**src/hdl/bom_sniffing_text_decoder_assert.svh**
```systemverilog
// Assertion macros used by the text decoder RTL.
`ifndef BOM_SNIFFING_TEXT_DECODER_ASSERT_SVH
`define BOM_SNIFFING_TEXT_DECODER_ASSERT_SVH

// Same-cycle implication, checked on every rising edge outside reset.
`define BOMDEC_IMPLIES(label, ante, cons) \
    label: assert property (@(posedge clk) disable iff (!rst_n) (ante) |-> (cons)) \
        else $error("bomdec: same-cycle check failed");

// Next-cycle implication, checked on every rising edge outside reset.
`define BOMDEC_NEXT(label, ante, cons) \
    label: assert property (@(posedge clk) disable iff (!rst_n) (ante) |=> (cons)) \
        else $error("bomdec: next-cycle check failed");

`endif

```
**src/hdl/bomdec_pkg.sv**
```systemverilog
// Types, codes and byte-order mark constants for the text decoder.
package bomdec_pkg;

    typedef enum logic [2:0] {
        MODE_AUTO = 3'd0,
        MODE_ANSI = 3'd1,
        MODE_UTF8 = 3'd2,
        MODE_LE   = 3'd3,
        MODE_BE   = 3'd4,
        MODE_RAW  = 3'd5
    } mode_t;

    typedef enum logic [1:0] {
        KIND_UTF8 = 2'd0,
        KIND_LE   = 2'd1,
        KIND_BE   = 2'd2,
        KIND_ANSI = 2'd3
    } kind_t;

    typedef enum logic [1:0] {
        ST_OK       = 2'd0,
        ST_BAD_MARK = 2'd1,
        ST_BAD_LEAD = 2'd2
    } status_t;

    localparam int CP_W = 31;

    localparam logic [7:0] BOM_UTF8_0 = 8'hEF;
    localparam logic [7:0] BOM_UTF8_1 = 8'hBB;
    localparam logic [7:0] BOM_UTF8_2 = 8'hBF;
    localparam logic [7:0] BOM_FE     = 8'hFE;
    localparam logic [7:0] BOM_FF     = 8'hFF;
    localparam logic [7:0] BOM_ANSI_0 = 8'h5C;
    localparam logic [7:0] BOM_ANSI_1 = 8'h75;

    typedef struct packed {
        mode_t             mode;
        logic [1:0]        mark_stage;
        kind_t             mark_kind;
        logic [2:0]        pending;
        logic [CP_W-1:0]   acc;
        logic [7:0]        held;
    } dec_state_t;

    typedef struct packed {
        logic              emit;
        logic [CP_W-1:0]   code_point;
        logic              raw_pair;
        status_t           status;
    } dec_result_t;

    // Second byte expected after the first byte of each mark.
    function automatic logic [7:0] mark_second(input kind_t kind);
        logic [7:0] val;
        unique case (kind)
            KIND_UTF8: val = BOM_UTF8_1;
            KIND_LE:   val = BOM_FE;
            KIND_BE:   val = BOM_FF;
            KIND_ANSI: val = BOM_ANSI_1;
            default:   val = BOM_ANSI_1;
        endcase
        return val;
    endfunction

    function automatic mode_t mark_mode(input kind_t kind);
        mode_t val;
        unique case (kind)
            KIND_UTF8: val = MODE_UTF8;
            KIND_LE:   val = MODE_LE;
            KIND_BE:   val = MODE_BE;
            KIND_ANSI: val = MODE_ANSI;
            default:   val = MODE_ANSI;
        endcase
        return val;
    endfunction

    function automatic dec_state_t cleared_state(input mode_t mode);
        dec_state_t s;
        s            = '0;
        s.mode       = mode;
        s.mark_kind  = KIND_UTF8;
        return s;
    endfunction

endpackage

```
**src/hdl/bomdec_step.sv**
```systemverilog
// Combinational decode of one byte: next decoder state and optional result.
module bomdec_step (
    input  bomdec_pkg::mode_t       sel,
    input  bomdec_pkg::dec_state_t  cur,
    input  logic [7:0]              data,
    output bomdec_pkg::dec_state_t  nxt,
    output bomdec_pkg::dec_result_t res
);

    logic [bomdec_pkg::CP_W-1:0] acc_shift;

    assign acc_shift = {cur.acc[bomdec_pkg::CP_W-7:0], data[5:0]};

    always_comb
    begin
        nxt = cur;
        res = '0;
        unique case (cur.mode)
            bomdec_pkg::MODE_AUTO:
            begin
                if (cur.mark_stage == 2'd0)
                begin
                    nxt.mark_stage = 2'd1;
                    priority if (data == bomdec_pkg::BOM_UTF8_0)
                        nxt.mark_kind = bomdec_pkg::KIND_UTF8;
                    else if (data == bomdec_pkg::BOM_FF)
                        nxt.mark_kind = bomdec_pkg::KIND_LE;
                    else if (data == bomdec_pkg::BOM_FE)
                        nxt.mark_kind = bomdec_pkg::KIND_BE;
                    else if (data == bomdec_pkg::BOM_ANSI_0)
                        nxt.mark_kind = bomdec_pkg::KIND_ANSI;
                    else
                    begin
                        // No mark: this byte is the first ANSI byte.
                        nxt = bomdec_pkg::cleared_state(bomdec_pkg::MODE_ANSI);
                        if (data[7])
                        begin
                            nxt.held    = data;
                            nxt.pending = 3'd1;
                        end
                        else
                        begin
                            res.emit       = 1'b1;
                            res.code_point = {{(bomdec_pkg::CP_W-8){1'b0}}, data};
                        end
                    end
                end
                else if (cur.mark_stage == 2'd1)
                begin
                    if (data != bomdec_pkg::mark_second(cur.mark_kind))
                    begin
                        nxt        = bomdec_pkg::cleared_state(bomdec_pkg::MODE_AUTO);
                        res.emit   = 1'b1;
                        res.status = bomdec_pkg::ST_BAD_MARK;
                    end
                    else if (cur.mark_kind == bomdec_pkg::KIND_UTF8)
                        nxt.mark_stage = 2'd2;
                    else
                        nxt = bomdec_pkg::cleared_state(
                            bomdec_pkg::mark_mode(cur.mark_kind));
                end
                else
                begin
                    if (data != bomdec_pkg::BOM_UTF8_2)
                    begin
                        nxt        = bomdec_pkg::cleared_state(bomdec_pkg::MODE_AUTO);
                        res.emit   = 1'b1;
                        res.status = bomdec_pkg::ST_BAD_MARK;
                    end
                    else
                        nxt = bomdec_pkg::cleared_state(bomdec_pkg::MODE_UTF8);
                end
            end
            bomdec_pkg::MODE_ANSI:
            begin
                if (cur.pending != 3'd0)
                begin
                    nxt.pending    = 3'd0;
                    res.emit       = 1'b1;
                    res.raw_pair   = 1'b1;
                    res.code_point = {{(bomdec_pkg::CP_W-16){1'b0}}, cur.held, data};
                end
                else if (data[7])
                begin
                    nxt.held    = data;
                    nxt.pending = 3'd1;
                end
                else
                begin
                    res.emit       = 1'b1;
                    res.code_point = {{(bomdec_pkg::CP_W-8){1'b0}}, data};
                end
            end
            bomdec_pkg::MODE_UTF8:
            begin
                if (cur.pending != 3'd0)
                begin
                    nxt.acc     = acc_shift;
                    nxt.pending = cur.pending - 3'd1;
                    if (cur.pending == 3'd1)
                    begin
                        res.emit       = 1'b1;
                        res.code_point = acc_shift;
                    end
                end
                else if (!data[7])
                begin
                    res.emit       = 1'b1;
                    res.code_point = {{(bomdec_pkg::CP_W-8){1'b0}}, data};
                end
                else
                begin
                    priority if (data[7:1] == 7'b1111110)
                    begin
                        nxt.acc     = {{(bomdec_pkg::CP_W-1){1'b0}}, data[0]};
                        nxt.pending = 3'd5;
                    end
                    else if (data[7:2] == 6'b111110)
                    begin
                        nxt.acc     = {{(bomdec_pkg::CP_W-2){1'b0}}, data[1:0]};
                        nxt.pending = 3'd4;
                    end
                    else if (data[7:3] == 5'b11110)
                    begin
                        nxt.acc     = {{(bomdec_pkg::CP_W-3){1'b0}}, data[2:0]};
                        nxt.pending = 3'd3;
                    end
                    else if (data[7:4] == 4'b1110)
                    begin
                        nxt.acc     = {{(bomdec_pkg::CP_W-4){1'b0}}, data[3:0]};
                        nxt.pending = 3'd2;
                    end
                    else if (data[7:5] == 3'b110)
                    begin
                        nxt.acc     = {{(bomdec_pkg::CP_W-5){1'b0}}, data[4:0]};
                        nxt.pending = 3'd1;
                    end
                    else
                    begin
                        // Continuation byte, FE or FF in lead position.
                        if (sel == bomdec_pkg::MODE_AUTO)
                            nxt = bomdec_pkg::cleared_state(bomdec_pkg::MODE_AUTO);
                        res.emit   = 1'b1;
                        res.status = bomdec_pkg::ST_BAD_LEAD;
                    end
                end
            end
            bomdec_pkg::MODE_LE, bomdec_pkg::MODE_BE:
            begin
                if (cur.pending == 3'd0)
                begin
                    nxt.held    = data;
                    nxt.pending = 3'd1;
                end
                else
                begin
                    nxt.pending = 3'd0;
                    res.emit    = 1'b1;
                    if (cur.mode == bomdec_pkg::MODE_LE)
                        res.code_point = {{(bomdec_pkg::CP_W-16){1'b0}}, data, cur.held};
                    else
                        res.code_point = {{(bomdec_pkg::CP_W-16){1'b0}}, cur.held, data};
                end
            end
            default:
            begin
                res.emit       = 1'b1;
                res.code_point = {{(bomdec_pkg::CP_W-8){1'b0}}, data};
            end
        endcase
    end

endmodule

```
**src/hdl/bom_sniffing_text_decoder.sv**
```systemverilog
// An accepted byte is held in the input byte register, and its character is then
// registered in the result register. Throughput: one byte per cycle while the output
// is not held off; the decode state steps combinationally between the two registers.
// A byte that completes no character produces no output transfer.
// Reset (rst_n low, asynchronous) selects auto detect and clears all partial
// sequences; the block accepts bytes in the first cycle after reset.
`include "bom_sniffing_text_decoder_assert.svh"

module bom_sniffing_text_decoder (
    input  logic        clk,
    input  logic        rst_n,
    input  logic        cfg_valid,
    output logic        cfg_ready,
    input  logic [2:0]  encoding_select,
    input  logic        in_valid,
    output logic        in_ready,
    input  logic [7:0]  data_byte,
    output logic        out_valid,
    input  logic        out_ready,
    output logic [30:0] code_point,
    output logic        raw_pair,
    output logic [1:0]  status,
    output logic [2:0]  active_encoding
);

    bomdec_pkg::mode_t       sel_reg;
    bomdec_pkg::dec_state_t  state_reg;
    bomdec_pkg::dec_state_t  state_next;
    bomdec_pkg::dec_result_t step_res;
    bomdec_pkg::mode_t       cfg_mode;

    logic                              in_full_reg;
    logic [7:0]                        in_byte_reg;
    logic                              out_valid_reg;
    logic [bomdec_pkg::CP_W-1:0]       cp_reg;
    logic                              raw_reg;
    bomdec_pkg::status_t               status_reg;
    bomdec_pkg::mode_t                 enc_reg;
    logic                              advance;
    logic                              cfg_xfer;

    assign advance   = in_full_reg && (!out_valid_reg || out_ready);
    assign in_ready  = !in_full_reg || advance;
    assign cfg_ready = !in_full_reg;
    assign cfg_xfer  = cfg_valid && cfg_ready;
    assign cfg_mode  = (encoding_select > 3'(bomdec_pkg::MODE_RAW)) ?
                       bomdec_pkg::MODE_RAW : bomdec_pkg::mode_t'(encoding_select);

    bomdec_step u_step (
        .sel  (sel_reg),
        .cur  (state_reg),
        .data (in_byte_reg),
        .nxt  (state_next),
        .res  (step_res)
    );

    always_ff @(posedge clk or negedge rst_n)
    begin
        if (!rst_n)
        begin
            sel_reg       <= bomdec_pkg::MODE_AUTO;
            state_reg     <= bomdec_pkg::cleared_state(bomdec_pkg::MODE_AUTO);
            in_full_reg   <= 1'b0;
            out_valid_reg <= 1'b0;
        end
        else
        begin
            if (cfg_xfer)
            begin
                sel_reg   <= cfg_mode;
                state_reg <= bomdec_pkg::cleared_state(cfg_mode);
            end
            else if (advance)
                state_reg <= state_next;

            if (in_valid && in_ready)
                in_full_reg <= 1'b1;
            else if (advance)
                in_full_reg <= 1'b0;

            if (advance)
                out_valid_reg <= step_res.emit;
            else if (out_ready)
                out_valid_reg <= 1'b0;
        end
    end

    // Payload registers carry no reset.
    always_ff @(posedge clk)
    begin
        if (in_valid && in_ready)
            in_byte_reg <= data_byte;
        if (advance && step_res.emit)
        begin
            cp_reg     <= step_res.code_point;
            raw_reg    <= step_res.raw_pair;
            status_reg <= step_res.status;
            enc_reg    <= state_next.mode;
        end
    end

    assign out_valid       = out_valid_reg;
    assign code_point      = cp_reg;
    assign raw_pair        = raw_reg;
    assign status          = status_reg;
    assign active_encoding = enc_reg;

    // Error transfers carry no character.
    `BOMDEC_IMPLIES(a_err_no_char, out_valid && (status != 2'(bomdec_pkg::ST_OK)), code_point == '0 && !raw_pair)
    // Only ANSI decoding produces raw pairs.
    `BOMDEC_IMPLIES(a_raw_is_ansi, out_valid && raw_pair, active_encoding == 3'(bomdec_pkg::MODE_ANSI))
    // A bad lead byte leaves the decoder in UTF-8 or back in auto detect.
    `BOMDEC_IMPLIES(a_bad_lead_mode, out_valid && (status == 2'(bomdec_pkg::ST_BAD_LEAD)), active_encoding == 3'(bomdec_pkg::MODE_UTF8) || active_encoding == 3'(bomdec_pkg::MODE_AUTO))
    // A configuration write reloads the active mode from the new select value.
    `BOMDEC_NEXT(a_cfg_loads_mode, cfg_xfer, state_reg.mode == sel_reg && state_reg.pending == 3'd0)

endmodule

```
**config.mk**
```make
export PLATFORM = sky130hd
export DESIGN_NAME = bom_sniffing_text_decoder
export DESIGN_NICKNAME = d
export VERILOG_FILES = /design/src/hdl/bomdec_pkg.sv /design/src/hdl/bomdec_step.sv /design/src/hdl/bom_sniffing_text_decoder.sv
export VERILOG_INCLUDE_DIRS = /design/src /design/src/hdl
export SDC_FILE = /design/constraint.sdc
export NUM_CORES = 1
export LEC_CHECK = 0
export ABC_AREA = 1
export ABC_CLOCK_PERIOD_IN_PS = 3100
export BUFFER_PORTS_ARGS = -buffer_cell sky130_fd_sc_hd__buf_2
export CORE_ASPECT_RATIO = 1.1
export CORE_MARGIN = 2
export CORE_UTILIZATION = 61
export CTS_BUF_LIST = sky130_fd_sc_hd__clkbuf_8
export CTS_CLUSTER_DIAMETER = 150
export DETAILED_ROUTE_END_ITERATION = 8
export GPL_TIMING_DRIVEN = 0
export PLACE_DENSITY = 0.83
export SYNTH_ARGS = -nofsm -noshare
export SYNTH_HDL_FRONTEND = slang
export SYNTH_SLANG_ARGS = --single-unit
```
**constraint.sdc**
```tcl
create_clock -name clk -period 3.1 [get_ports clk]
set_clock_uncertainty 0.15 [all_clocks]
set_input_delay 0.62 -clock clk [delete_from_list [all_inputs] [get_ports clk]]
set_output_delay 0.62 -clock clk [all_outputs]
set_load 0.01 [all_outputs]
```
==> flow_summary.toml, run 1 <==
[floorplan]
core_area_um2 = 7510
io_pins = 56
initial_utilization = 0.637
fp.dieW_um = 88.5
die_h_um = 96.9
die_area_um2 = 8570
num_rows = 33

[worst_setup_path]
r2r-end = "code_point[3]"
timing.rr.start = "state_reg[39]"
reg2reg_slack_ps = 210
worstPathRequired_ps = 3070
r2r_cells = 12
worst_setup_path_start_kind = "flop"
path_max_fanout = 9
setup.worst_path.start = "state_reg[39]"
worstSetupEndpoint = "code_point[3]"
arrival_ps = 2860
path_class = "reg -> reg"
end_kind = "flop"

[global_routing]
overflow = 0
grt.total_usage = 0.307
grt_max_degree = 49
grt_antenna_before_repair = 0
grt_pass1_vias = 4093
grt_pass1_wl_mm = 20.1

[cts]
cts-htree-levels = 3
clkSlewWorstSetupHoldPaths_ps = 100
cts_buffer_depth = 2
clock_latency_ps = 370
cts_buffers = 9
cts_tree = "done"
cts.sinks = 93
root_buffer = "clkbuf_8"

[routing]
firstDrtPassIters = 6
viasPerCell = 5.76
drtAntennaViolNets = 0
drcViolationCount = 0
wire_per_inst_um = 16.9
vias = 4209
drtIter0Drc = 413
routed_wl_mm = 12.3

[logic_synthesis]
synth_area_um2 = 4790
yosysWarnings = 0
syn_nets = 570
ys_types = 40
synth_seq_area_share = 0.533
synthCells = 551
synth_seq_cells = 93
syn_avg_cell_area_um2 = 8.69

[pwr]
vdd_drop_max_uv = 575
powerDensity_nw_per_um2 = 831
leakage_nw = 2.44

[finish]
fillers = 596
most-common-layout-cells = "158 x nand2_1, 58 x buf_2, 51 x nand3_1"
final_common_cell = "nand2_1"
largest_reg_flops = 43
syn_to_final_growth_pct = 13.6
drive_gt1_frac = 0.201
final_area_um2 = 5440
diodes = 0
final_nets = 640

[sta]
hold_violations = 0
final_max_slew_viol_count = 0
fin_crit_sh = 0.932
tightest_slew_ps = 1130
tns_ps = 0
max_freq_mhz = 346
fin_hold_ws_ps = 273
setup_viol = 0
rsz0062_at_grt = "false"
period_minus_slack_ps = 2890
maxSlewHeadroom = 0.246

[place]
hpwlAfterDp_mm = 8.85
numPortBuffers = 55
place_area_um2 = 5190
finalWeightedCongestion = 0.974

[hold_path]
min_path_type = "in -> reg"

[run]
cap_violations = 0

[run_status]
outcome = "complete, no violations"
## layer usage
metal | global-route usage | vias to the layer above | wire (um)
li1 | - | 1997 | -
met1 | 0.397 | 1964 | 4890
met2 | 0.495 | 208 | 6110
met3 | 0.0640 | 40 | 910
met4 | 0.132 | 0 | 414
met5 | 0 | - | 0
## cells in the mapped netlist, drive strengths merged
cell type  count  area [um^2]
and2           1         6.26
xor2           1         8.76
a31oi          1         6.26
o21ai         56          307
buf            6         53.8
a22oi          9         67.6
nor3b          7         52.6
o2111ai        2         17.5
clkbuf        10         40.0
inv           46          173
nand3         54          293
nand2        170          678
o32ai          1         8.76
nand3b         1         7.51
or2            1         6.26
ha             3         37.5
a211o          1         8.76
dfrtp         48         1200
nand4          6         37.5
o22ai          3         18.8
nor2          51          246
o211ai         4         30.0
nor3           5         25.0
edfxtp        45         1350
a21oi         17         96.4
clkinv         2         7.51
## worst min-delay path by stage
| stage | slack [ps] | from | cells past startpoint | endpoint |
|---|---|---|---|---|
| detailed placement | 310 | state_reg[40] | 2 | state_reg[40] |
| CTS | 260 | data_byte[7] | 1 | in_byte_reg[7] |
| finish | 270 | data_byte[7] | 1 | in_byte_reg[7] |
| global route | 250 | data_byte[7] | 1 | in_byte_reg[7] |
| floorplan | 170 | rst_n | 0 | in_full_reg |
| global placement | 310 | state_reg[40] | 2 | state_reg[40] |
## cells by family after synthesis
family / count (synthesis) / share of synthesized area
buffers and inverters: 64 / 0.0573
AOI/OAI and AO/OA: 94 / 0.117
and+or+nand+nor: 296 / 0.283
adders and majority gates: 3 / 0.00784
DFF: 93 / 0.533
xor gates and xnor gates: 1 / 0.00183
## stage by stage
step	utilization	power (mW)	cells	worst slack [ps]
2_1_floorplan	-	2.99	551	326
3_3_place_gp	0.691	3.55	711	-301
3_5_place_dp	0.691	3.60	711	-460
4_1_cts	0.723	4.49	731	122
5_1_grt	0.724	4.80	731	1.40
6_report	0.724	4.52	731	210
## critical path, stage by stage (launching register included)
cell and delay [ps]:
dfrtp_1 420, inv_1 110, ha_1 330, nand2_1 150
nor2_1 140, inv_1 70, a21oi_1 240, nand3_1 120
a21oi_1 210, nand2_1 100, nand2_1 240, clkinvlp_4 160
buf_4 200
## what timing repair did
item / in CTS / in global routing
pin swaps: 0 / 0
endpoints found under the setup margin: 37 / 37
hold buffers: 0 / 0
gates resized for setup: 2 / 2
gates cloned: 1 / 0
buffers inserted: 3 / 0
## where the power goes
part / switching, mW / internal (mW)
Clock: 0.457 / 0.378
Combinational: 1.27 / 0.550
Sequential: 0.175 / 1.69
Total: 1.90 / 2.62
## area by class of cell
cell class	instances	area, um^2	area share
Buffer	16	95.1	0.0175
Clock buffer	9	124	0.0228
Clock inverter	7	73.8	0.0136
Inverter	48	184	0.0338
Multi-Input combinational cell	394	1960	0.360
Sequential cell	93	2550	0.469
Tap cell	105	131	0.0242
Timing Repair Buffer	58	310	0.0571
Timing Repair inverter	1	7.51	0.00138
Note: power is estimated with default switching activity, not from simulation.
==> run 2: changes to the inputs <==
--- a/config.mk
+++ b/config.mk
@@ -17,6 +17,7 @@
 export DETAILED_ROUTE_END_ITERATION = 8
 export GPL_TIMING_DRIVEN = 0
 export PLACE_DENSITY = 0.83
+export REMOVE_ABC_BUFFERS = 1
 export SYNTH_ARGS = -nofsm -noshare
 export SYNTH_HDL_FRONTEND = slang
 export SYNTH_SLANG_ARGS = --single-unit
==> run 2 against run 1 <==
Combinational power barely moved. Cell area fell by 0.64%. Sequential share of layout area rose by 0.30 points. Worst setup slack improved by 8.9 ps. Critical path type unchanged. Critical endpoint is now code_point[0].
==> flow_summary.toml, run 2 (synthesized netlist as in run 1, its figures left out) <==
[floorplan]
die_h_um = 96.9
fp.dieW_um = 88.5
core_area_um2 = 7510
io_pins = 56
initial_utilization = 0.637
num_rows = 33
die_area_um2 = 8570

[global_routing]
busiest_layer = "met2"
gr-usage-met2 = 0.458
grt_antenna_before_repair = 0
use_met1 = 0.381
grt_pass1_wl_mm = 19.3
grt.total_usage = 0.290
overflow = 0
grt_pass1_vias = 4037
grt_max_degree = 50
grt_util_met3 = 0.0529

[sta]
maxSlewHeadroom = 0.256
period_minus_slack_ps = 2880
hold_violations = 0
fin_crit_sh = 0.929
tns_ps = 0
setup_viol = 0
rsz0062_at_grt = "false"
tightest_slew_ps = 1120
max_freq_mhz = 347
final_max_slew_viol_count = 0

[finish]
final_common_cell = "nand2_1"
most-common-layout-cells = "156 x nand2_1, 55 x buf_2, 51 x nand3_1"
multi_input_area_um2 = 1990
regArea_um2 = 2550
fillers = 601
syn_to_final_growth_pct = 12.9
drive_gt1_frac = 0.204
final_cells = 719
final_nets = 628
diodes = 0
largest_reg_flops = 43

[worst_setup_path]
path_delay_family = "simple AND/OR/NAND/NOR gates"
worst_setup_path_start_kind = "flop"
arrival_ps = 2860
path_cells = "inv_1, ha_2, nand2_8, nor2_1, inv_1, a21oi_1, nand3_1, a21oi_1, nand2_1, nand2_2, clkinvlp_4, buf_4"
path_class = "reg -> reg"
critical-path-max-stage-delay_ps = 420
path_max_fanout = 30
critPathSlowestCell = "dfrtp_1"
path_buf_inv = 4
end_kind = "flop"
worstPathRequired_ps = 3080

[place]
hpwlAfterDp_mm = 8.02
numPortBuffers = 55
finalWeightedCongestion = 0.959
numPlacedInstances = 695

[pwr]
combPwrFrac = 0.405
powerDensity_nw_per_um2 = 831
p_sw_mw = 1.87
intPower_mw = 2.62
sw_frac_of_total = 0.417
leakage_nw = 2.39
power_frac_seq = 0.413
p_total_mw = 4.49
clockPowerShare = 0.182
vdd_drop_max_uv = 502

[routing]
drtIter0Drc = 329
drcViolationCount = 0
viasPerCell = 5.75
drtAntennaViolNets = 0
wire_per_inst_um = 16.2
vias = 4133
firstDrtPassIters = 6
routed_wl_mm = 11.7

[cts]
cts_buffer_depth = 2
cts_buffers = 9
clock_latency_ps = 370
cts-htree-levels = 3
clkSlewWorstSetupHoldPaths_ps = 90
cts_tree = "done"
root_buffer = "clkbuf_8"
cts.sinks = 93

[run_status]
outcome = "complete, no violations"

[run]
cap_violations = 0

[hold_path]
min_path_type = "in -> reg"
==> run 2: worst reg2reg max path, delay by kind of cell, from the launching register on <==
family | cells | cell delay (ps)
AO/OA/AOI/OAI | 2 | 460
adder cells (fa/ha/maj) | 1 | 330
buffers and inverters | 4 | 520
flip-flops | 1 | 420
AND/OR/NAND/NOR | 5 | 760
==> run 2: final timing paths <==
| check | to | slack (ps) | start | cells past startpoint |
|---|---|---|---|---|
| worst min-delay path | in_byte_reg[1] | 270 | data_byte[1] | 1 |
| max in group asynchronous | state_reg[2] | 1790 | rst_n | 1 |
| worst min register to register | state_reg[32] | 340 | state_reg[32] | 2 |
| worst max-delay path | code_point[0] | 220 | state_reg[39] | 12 |
| worst max register to register | code_point[0] | 220 | state_reg[39] | 12 |
| min in group asynchronous | out_valid | 290 | rst_n | 1 |
==> run 2: metrics by stage <==
step	area [um^2]	hold slack (ps)	utilization	setup slack [ps]
2_1_floorplan	4690	174	-	70.0
3_3_place_gp	5100	308	0.678	-696
3_5_place_dp	5100	315	0.678	-860
4_1_cts	5360	260	0.713	23.0
5_1_grt	5400	261	0.719	12.3
6_report	5400	272	0.719	219
==> run 2: area by class of cell <==
type,count,share of cell area
Sequential cell,93,0.472
Tap cell,105,0.0243
Inverter,48,0.0347
Clock inverter,7,0.0137
Clock buffer,9,0.0229
Timing Repair inverter,1,0.00139
Timing Repair Buffer,62,0.0630
Multi-Input combinational cell,394,0.368
==> run 2: routing by layer <==
layer / up-vias / wire length [um]
met1: 1933 / 4790
met3: 41 / 666
met5: - / 0
met4: 0 / 479
met2: 190 / 5720
li1: 1969 / -
==> run 2: power by group through the flow <==
stage,clock network (mW),registers (mW),logic [mW]
after floorplan,0,1.97,0.952
after global placement,0,1.88,1.57
after detailed placement,0,1.89,1.61
after CTS,0.830,1.85,1.72
after global routing,0.867,1.89,2.01
final,0.817,1.85,1.82
==> run 2: what timing repair did <==
action                     in CTS  in global routing
setup endpoints to repair      94                 76
hold buffers                    0                  0
cloned                          1                  0
buffers inserted                3                  4
pin swaps                       0                  1
gates resized for setup         5                  4
